===== src/rtl/inwbc_pkg.sv =====
// Shared types, constants and codes of the index node write-back cache.
package inwbc_pkg;

    localparam int SLOT_COUNT = 16;
    localparam int SLOT_W     = (SLOT_COUNT > 1) ? $clog2(SLOT_COUNT) : 1;
    localparam int CNT_W      = $clog2(SLOT_COUNT + 1);
    localparam int REC_W      = 32;
    localparam int OUT_SLOT_W = 5;

    localparam logic [OUT_SLOT_W-1:0] ROOT_SLOT = 5'd16;

    localparam logic [1:0] MODE_LOOKUP = 2'd0;
    localparam logic [1:0] MODE_MARK   = 2'd1;
    localparam logic [1:0] MODE_FLUSH  = 2'd2;
    localparam logic [1:0] MODE_LOAD   = 2'd3;

    localparam logic [2:0] K_HIT    = 3'd0;
    localparam logic [2:0] K_FILL   = 3'd1;
    localparam logic [2:0] K_WBSLOT = 3'd2;
    localparam logic [2:0] K_WBROOT = 3'd3;
    localparam logic [2:0] K_ACK    = 3'd4;

    typedef struct packed {
        logic [1:0]       mode;
        logic [REC_W-1:0] record;
    } in_word_t;

    typedef struct packed {
        logic [2:0]            kind;
        logic [OUT_SLOT_W-1:0] slot;
        logic [REC_W-1:0]      tag;
        logic                  last;
    } out_word_t;

    typedef struct packed {
        logic load;
        logic shift;
        logic clear;
        logic mark;
    } cell_ctrl_t;

endpackage


===== src/rtl/index_node_write_back_cache.sv =====
// Top level of the index node write-back cache tag manager.
// A command word (mode, record) is taken at a rising edge with start high and busy low.
// Every result word appears on result for exactly one cycle with strobe high; the
// receiver cannot stall it. The final word of a command carries last.
// Lookups compare the record against all used slots at once: a hit, a fill of the
// next free slot, a dirty mark or a root load gives its single word in the cycle
// after acceptance, and a new command may be given in that same cycle.
// A miss on a full cache, or a flush command, writes back the dirty root in the
// cycle after acceptance, then shifts the slot chain toward slot 0 once a cycle,
// once per used slot, giving a write back word for each dirty slot. A last step
// gives the fill or acknowledge word, empties the cache and unloads the root; a
// miss then holds its record in slot 0. busy stays high through these steps and
// drops as the final word is shown.
// Reset empties the cache, clears every dirty bit and unloads the root; tags of
// slots are not cleared, as only used slots are ever compared.
module index_node_write_back_cache (
    input  logic                  clk,
    input  logic                  rst_n,
    input  logic                  start,
    output logic                  busy,
    input  inwbc_pkg::in_word_t   item,
    output logic                  strobe,
    output inwbc_pkg::out_word_t  result
);

    localparam logic ST_IDLE  = 1'b0;
    localparam logic ST_FLUSH = 1'b1;

    localparam int SC  = inwbc_pkg::SLOT_COUNT;
    localparam int SW  = inwbc_pkg::SLOT_W;
    localparam int CW  = inwbc_pkg::CNT_W;
    localparam int RW  = inwbc_pkg::REC_W;
    localparam int OSW = inwbc_pkg::OUT_SLOT_W;

    logic                  state_reg, state_next;
    logic [CW-1:0]         used_reg, used_next;
    logic [CW-1:0]         walk_reg, walk_next;
    logic [RW-1:0]         root_value_reg, root_value_next;
    logic                  root_dirty_reg, root_dirty_next;
    logic                  fill_pend_reg, fill_pend_next;
    logic [RW-1:0]         pend_rec_reg, pend_rec_next;
    logic                  out_valid_reg, out_valid_next;
    inwbc_pkg::out_word_t  out_reg, out_next;

    logic                  accept;
    logic [RW-1:0]         key;
    logic [SC-1:0]         match_vec;
    logic [SC-1:0]         first_vec;
    logic                  hit;
    logic [SW-1:0]         hit_idx;
    logic                  full;
    logic                  walk_done;

    logic                  load_en, shift_en, clear_en, mark_en;
    logic [SW-1:0]         load_idx;
    logic [RW-1:0]         load_tag;

    logic [RW-1:0]         tag_arr   [SC];
    logic                  dirty_arr [SC];

    assign accept    = start && !busy;
    assign key       = item.record;
    assign first_vec = match_vec & (~match_vec + SC'(1));
    assign hit       = |match_vec;
    assign full      = (used_reg >= CW'(SC));
    assign walk_done = (walk_reg == used_reg);

    always_comb
    begin
        hit_idx = '0;
        for (int i = 0; i < SC; i++)
        begin
            if (first_vec[i])
            begin
                hit_idx = hit_idx | SW'(i);
            end
        end
    end

    genvar gi;
    generate
        for (gi = 0; gi < SC; gi++)
        begin : g_cell
            inwbc_pkg::cell_ctrl_t cctrl;
            logic [RW-1:0]         nb_tag;
            logic                  nb_dirty;

            assign cctrl.load  = load_en && (load_idx == SW'(gi));
            assign cctrl.shift = shift_en;
            assign cctrl.clear = clear_en;
            assign cctrl.mark  = mark_en && first_vec[gi];

            if (gi == SC - 1)
            begin : g_tail
                assign nb_tag   = '0;
                assign nb_dirty = 1'b0;
            end
            else
            begin : g_body
                assign nb_tag   = tag_arr[gi+1];
                assign nb_dirty = dirty_arr[gi+1];
            end

            inwbc_cell u_cell (
                .clk      (clk),
                .rst_n    (rst_n),
                .ctrl     (cctrl),
                .valid    (CW'(gi) < used_reg),
                .key      (key),
                .load_tag (load_tag),
                .nb_tag   (nb_tag),
                .nb_dirty (nb_dirty),
                .tag      (tag_arr[gi]),
                .dirty    (dirty_arr[gi]),
                .match    (match_vec[gi])
            );
        end
    endgenerate

    always_comb
    begin
        state_next      = state_reg;
        used_next       = used_reg;
        walk_next       = walk_reg;
        root_value_next = root_value_reg;
        root_dirty_next = root_dirty_reg;
        fill_pend_next  = fill_pend_reg;
        pend_rec_next   = pend_rec_reg;
        out_valid_next  = 1'b0;
        out_next        = out_reg;
        load_en         = 1'b0;
        shift_en        = 1'b0;
        clear_en        = 1'b0;
        mark_en         = 1'b0;
        load_idx        = used_reg[SW-1:0];
        load_tag        = key;

        case (state_reg)
            ST_IDLE:
            begin
                if (accept)
                begin
                    out_valid_next = 1'b1;
                    out_next.last  = 1'b1;
                    out_next.tag   = key;
                    case (item.mode)
                        inwbc_pkg::MODE_LOOKUP:
                        begin
                            if (key == '0)
                            begin
                                out_next.slot = inwbc_pkg::ROOT_SLOT;
                                out_next.tag  = root_value_reg;
                                out_next.kind = (root_value_reg != '0) ?
                                                inwbc_pkg::K_HIT : inwbc_pkg::K_FILL;
                            end
                            else if (hit)
                            begin
                                out_next.kind = inwbc_pkg::K_HIT;
                                out_next.slot = OSW'(hit_idx);
                            end
                            else if (!full)
                            begin
                                load_en       = 1'b1;
                                used_next     = used_reg + CW'(1);
                                out_next.kind = inwbc_pkg::K_FILL;
                                out_next.slot = OSW'(used_reg);
                            end
                            else
                            begin
                                fill_pend_next = 1'b1;
                                pend_rec_next  = key;
                                walk_next      = '0;
                                state_next     = ST_FLUSH;
                                out_valid_next = root_dirty_reg;
                                out_next.kind  = inwbc_pkg::K_WBROOT;
                                out_next.slot  = inwbc_pkg::ROOT_SLOT;
                                out_next.tag   = root_value_reg;
                                out_next.last  = 1'b0;
                            end
                        end
                        inwbc_pkg::MODE_MARK:
                        begin
                            out_next.kind = inwbc_pkg::K_ACK;
                            if (key == '0)
                            begin
                                if (root_value_reg != '0)
                                begin
                                    root_dirty_next = 1'b1;
                                end
                                out_next.slot = inwbc_pkg::ROOT_SLOT;
                            end
                            else if (hit)
                            begin
                                mark_en       = 1'b1;
                                out_next.slot = OSW'(hit_idx);
                            end
                            else
                            begin
                                out_next.slot = '0;
                            end
                        end
                        inwbc_pkg::MODE_FLUSH:
                        begin
                            fill_pend_next = 1'b0;
                            pend_rec_next  = key;
                            walk_next      = '0;
                            state_next     = ST_FLUSH;
                            out_valid_next = root_dirty_reg;
                            out_next.kind  = inwbc_pkg::K_WBROOT;
                            out_next.slot  = inwbc_pkg::ROOT_SLOT;
                            out_next.tag   = root_value_reg;
                            out_next.last  = 1'b0;
                        end
                        default:
                        begin
                            root_value_next = key;
                            root_dirty_next = 1'b0;
                            out_next.kind   = inwbc_pkg::K_ACK;
                            out_next.slot   = inwbc_pkg::ROOT_SLOT;
                        end
                    endcase
                end
            end
            ST_FLUSH:
            begin
                if (walk_done)
                begin
                    clear_en        = 1'b1;
                    root_value_next = '0;
                    root_dirty_next = 1'b0;
                    state_next      = ST_IDLE;
                    out_valid_next  = 1'b1;
                    out_next.slot   = '0;
                    out_next.last   = 1'b1;
                    if (fill_pend_reg)
                    begin
                        load_en       = 1'b1;
                        load_idx      = '0;
                        load_tag      = pend_rec_reg;
                        used_next     = CW'(1);
                        out_next.kind = inwbc_pkg::K_FILL;
                        out_next.tag  = pend_rec_reg;
                    end
                    else
                    begin
                        used_next     = '0;
                        out_next.kind = inwbc_pkg::K_ACK;
                        out_next.tag  = '0;
                    end
                end
                else
                begin
                    shift_en       = 1'b1;
                    walk_next      = walk_reg + CW'(1);
                    out_valid_next = dirty_arr[0];
                    out_next.kind  = inwbc_pkg::K_WBSLOT;
                    out_next.slot  = OSW'(walk_reg);
                    out_next.tag   = tag_arr[0];
                    out_next.last  = 1'b0;
                end
            end
            default:
            begin
                state_next = ST_IDLE;
            end
        endcase
    end

    always_ff @(posedge clk or negedge rst_n)
    begin
        if (!rst_n)
        begin
            state_reg      <= ST_IDLE;
            used_reg       <= '0;
            walk_reg       <= '0;
            root_value_reg <= '0;
            root_dirty_reg <= 1'b0;
            fill_pend_reg  <= 1'b0;
            out_valid_reg  <= 1'b0;
        end
        else
        begin
            state_reg      <= state_next;
            used_reg       <= used_next;
            walk_reg       <= walk_next;
            root_value_reg <= root_value_next;
            root_dirty_reg <= root_dirty_next;
            fill_pend_reg  <= fill_pend_next;
            out_valid_reg  <= out_valid_next;
        end
    end

    always_ff @(posedge clk)
    begin
        pend_rec_reg <= pend_rec_next;
        out_reg      <= out_next;
    end

    assign busy   = (state_reg != ST_IDLE);
    assign strobe = out_valid_reg;
    assign result = out_reg;

endmodule


===== src/rtl/inwbc_cell.sv =====
// One cache slot: tag, dirty bit and tag compare, shifting toward slot 0.
module inwbc_cell (
    input  logic                           clk,
    input  logic                           rst_n,
    input  inwbc_pkg::cell_ctrl_t          ctrl,
    input  logic                           valid,
    input  logic [inwbc_pkg::REC_W-1:0]    key,
    input  logic [inwbc_pkg::REC_W-1:0]    load_tag,
    input  logic [inwbc_pkg::REC_W-1:0]    nb_tag,
    input  logic                           nb_dirty,
    output logic [inwbc_pkg::REC_W-1:0]    tag,
    output logic                           dirty,
    output logic                           match
);

    logic [inwbc_pkg::REC_W-1:0] tag_reg;
    logic                        dirty_reg;

    always_ff @(posedge clk)
    begin
        if (ctrl.load)
        begin
            tag_reg <= load_tag;
        end
        else if (ctrl.shift)
        begin
            tag_reg <= nb_tag;
        end
    end

    always_ff @(posedge clk or negedge rst_n)
    begin
        if (!rst_n)
        begin
            dirty_reg <= 1'b0;
        end
        else if (ctrl.load)
        begin
            dirty_reg <= 1'b0;
        end
        else if (ctrl.shift)
        begin
            dirty_reg <= nb_dirty;
        end
        else if (ctrl.clear)
        begin
            dirty_reg <= 1'b0;
        end
        else if (ctrl.mark)
        begin
            dirty_reg <= 1'b1;
        end
    end

    assign tag   = tag_reg;
    assign dirty = dirty_reg;
    assign match = valid && (tag_reg == key);

endmodule


===== config.mk =====
export PLATFORM = sky130hd
export DESIGN_NAME = index_node_write_back_cache
export DESIGN_NICKNAME = d
export VERILOG_FILES = /design/src/rtl/inwbc_pkg.sv /design/src/rtl/index_node_write_back_cache.sv /design/src/rtl/inwbc_cell.sv
export SDC_FILE = /design/constraint.sdc
export NUM_CORES = 2
export LEC_CHECK = 0
export ABC_AREA = 1
export ABC_CLOCK_PERIOD_IN_PS = 8100
export BUFFER_PORTS_ARGS = -buffer_cell sky130_fd_sc_hd__buf_2
export CAP_MARGIN = 40
export CORE_MARGIN = 1.5
export CORE_UTILIZATION = 40
export DETAILED_ROUTE_END_ITERATION = 8
export GPL_TIMING_DRIVEN = 0
export PLACE_DENSITY = 0.54
export RECOVER_POWER = 25
export SKIP_LAST_GASP = 1
export SLEW_MARGIN = 10
export SYNTH_ARGS = -nofsm -noshare
export SYNTH_HDL_FRONTEND = slang
export SYNTH_SLANG_ARGS = --single-unit

===== constraint.sdc =====
create_clock -name clk -period 8.1 [get_ports clk]
set_input_delay 0.405 -clock clk [delete_from_list [all_inputs] [get_ports clk]]
set_output_delay 0.405 -clock clk [all_outputs]
set_load 0.02 [all_outputs]

==> results.yml <==
clock_network:
  cts-hold-fix-buffers: 20
  numCtsBuffers: 77
  clk_latency_ps: 660
  post_cts_resized: 0
  clock_sinks: 647
  cts_tree: "done"
  clk_root_buffer_cell: "clkbuf_16"
  path_clk_slew_ps: 60
  clock_path_buffers: 3
  cts_setup_buffers: 0
  ctsHtreeMaxLevel: 3
final_layout:
  fill_cells: 9079
  syn2layout_area_growth_pct: 12.8
  final-instance-count-excl-fill: 5543
  seq_area_um2: 19100
  design_area_um2: 40900
  drive_gt1_share_pct: 9.90
  final_nets: 4344
  final_common_cell: "nand2_1"
  largest_reg_flops: 512
  multi_input_area_um2: 14200
  final_cell_mix: "1159 x nand2_1, 585 x edfxtp_1, 420 x o21ai_1"
grt:
  grtUsageTotal_pct: 38.1
  grt_pass1_vias: 30200
  overflow: 0
  grt_start_max_net_pins: 52
  grt_pass1_wl_mm: 243
  antenna_found_initial: 12
logic_synthesis:
  yosysTopAreaCell: "edfxtp_1"
  synth.avg_cell_area_um2: 8.87
  synth_area_um2: 36300
  yosys_register_bits: 647
  ys.flop_type: "edfxtp_1"
  yosysTopAreaCellShare_pct: 48.5
  synth_edf_count: 585
  synth_area_leaders: "edfxtp_1 48%, nand2_1 12%, o21ai_1 6.3%"
  synthArstFlopShare_pct: 9.58
  synth_warnings: 0
  synth_nets: 4127
  synth.distinct_cells: 55
  yosysSeqAreaShare_pct: 52.7
  syn_inst: 4088
timing:
  setup_viol: 0
  slew_headroom_pct: -124
  rsz0062_at_grt: "no"
  hold_viol: 0
  timing.final.ws_setup_ps: 1550
  max_freq_ghz: 0.153
  post-route-min-period_ps: 6550
  worst_pin_slew_ps: 3360
  finalCritPeriodShare_pct: 80.9
  final.setup_skew_ps: 30.7
  tns_ps: 0
  slew_viol_final: 98
critical_path:
  r2r_end: "g_cell[8].u_cell.tag[18]"
  rr_worst_depth: 15
  critical_path_arrival_ps: 6940
  crit_end: "g_cell[5].u_cell.tag[18]"
  endpoint_kind: "register"
  slowest_stage: "clkbuf_1"
  cp_cell_sequence: "dlygate4sd3_1 > clkbuf_1 > clkbuf_1 > inv_1 > clkbuf_1 > o22ai_1 > nor2_1 > nand2_1 > nor2_1 > nand4_1 > nand2_1 > nor2_1 > and2_4 > nand3_4 > inv_6 > nand3_1 > clkbuf_1 > clkbuf_1 > o21ai_0"
  critPathKind: "input port to register"
  crit_path_start_kind: "input port"
  crit_required_ps: 8490
  path_common_cell: "clkbuf_1"
  crit_buf_inv: 8
  rrSetupSlack_ps: 3280
  r2r_start: "used_reg[3]"
  cp_max_fo: 10
  startpoint: "item[21]"
  crit_family: "buffers and inverters"
  crit_cells: 19
  critPathMaxStageDelay_ps: 1370
pwr:
  irDropWorstVdd_mv: 0.224
  sequentialPowerShare_pct: 44.7
  p_per_area_nw_per_um2: 431
  pwr-share-clk_pct: 19.8
  p_sw_share_pct: 42.1
  p_switching_mw: 7.42
  p_leak_nw: 16.6
  combPwrFrac_pct: 35.6
  internal-power_mw: 10.2
die:
  initial_core_util_pct: 40.3
  die_h_um: 304
  die_area_um2: 92500
  die_w_um: 304
  io_pins: 80
  rows: 110
  coreArea_um2: 89900
placed_design:
  portBuffers: 78
  hpwl_mm: 131
  gp_congestion: 1.00
  dpl_worst_slack_ps: 3240
  placed_area_um2: 38700
  dp.cells: 5381
min_path:
  hold_path.class: "input port to register"
  hold_depth: 1
status:
  status: "finished, violations left"
  violations: "max-capacitance violations, max-slew violations"
routing:
  wl_per_cell_um: 32.4
  ant_nets: 0
  drc: 0
  dr.first_iter.drc_count: 5007
  wirelength_mm: 179
  via_count: 32900
  firstDrtPassIters: 6
  viasPerCell: 5.93
run:
  maxCapViolCount: 3
[per-layer routing]
metal | part of all wire (%) | GRT usage (%) | routed length (um) | up-vias
li1 | - | - | - | 14200
met1 | 38 | 49.2 | 68500 | 16000
met2 | 42 | 56.5 | 76200 | 2206
met3 | 12 | 11.1 | 21700 | 485
met4 | 7.3 | 23.4 | 13100 | 2
met5 | 0.0084 | 0 | 15 | -
[per-stage QoR]
stage	hold WS (ps)	utilization, %	total power [mW]
2_1_floorplan	109	-	11.1
3_3_place_gp	494	42.4	13.8
3_5_place_dp	297	43.0	14.0
4_1_cts	7.43	46.0	17.5
5_1_grt	107	45.5	18.3
6_report	137	45.5	17.6
[Yosys cell counts, types with 19 or more instances]
library cell,instances
a21oi_1,33
inv_2,37
o21bai_1,23
edfxtp_1,585
xnor2_1,177
inv_1,215
xor2_1,68
o21ai_1,459
buf_6,68
o21ai_0,227
o21ai_2,29
o22ai_1,54
buf_2,56
buf_4,64
nor2_1,325
nand4_1,50
nor3_1,30
nand3_1,133
dfrtp_1,62
nand3_2,19
clkbuf_1,70
nand2_1,1169
[layout make-up]
cell class              instances  share of cell area, %
clock buffers                  91                   5.02
inverters                     257                   2.38
flip-flops and latches        647                   46.8
repair buffers                138                   2.41
clock inverters                46                  0.924
multi-input cells            2908                   34.8
well taps                    1176                   3.60
plain buffers                 276                   4.07
diodes                          4                 0.0245
[worst min-delay path by stage]
| stage | to | start | slack, ps |
|---|---|---|---|
| after global routing | pend_rec_reg[22] | item[22] | 110 |
| after global placement | g_cell[15].u_cell.dirty | g_cell[15].u_cell.dirty | 490 |
| after floorplan | busy | rst_n | 110 |
| final | pend_rec_reg[10] | item[10] | 140 |
| after detailed placement | g_cell[2].u_cell.dirty | rst_n | 300 |
| after CTS | pend_rec_reg[22] | item[22] | 7 |
[logic make-up (layout without fill, tap and decap cells)]
group           count (synthesis)  count (layout)  synth area share [%]
compound gates                864             864                  12.9
fa+ha+maj                       2               2                0.0690
mux                             1               1                0.0311
flops                         647             647                  52.7
xor+xnor                      245             245                  5.92
other cells                     0               4                     0
buf+inv                       533             808                  7.85
simple gates                 1796            1796                  20.5
[power by group through the flow]
stage               clock, mW  combinational [mW]  sequential, mW
global route             3.60                6.78            7.96
finish                   3.48                6.27            7.87
floorplan                   0                3.85            7.24
detailed placement          0                6.17            7.82
CTS                      3.48                6.21            7.77
global placement            0                5.93            7.90
Note: power is estimated with default switching activity, not from simulation.
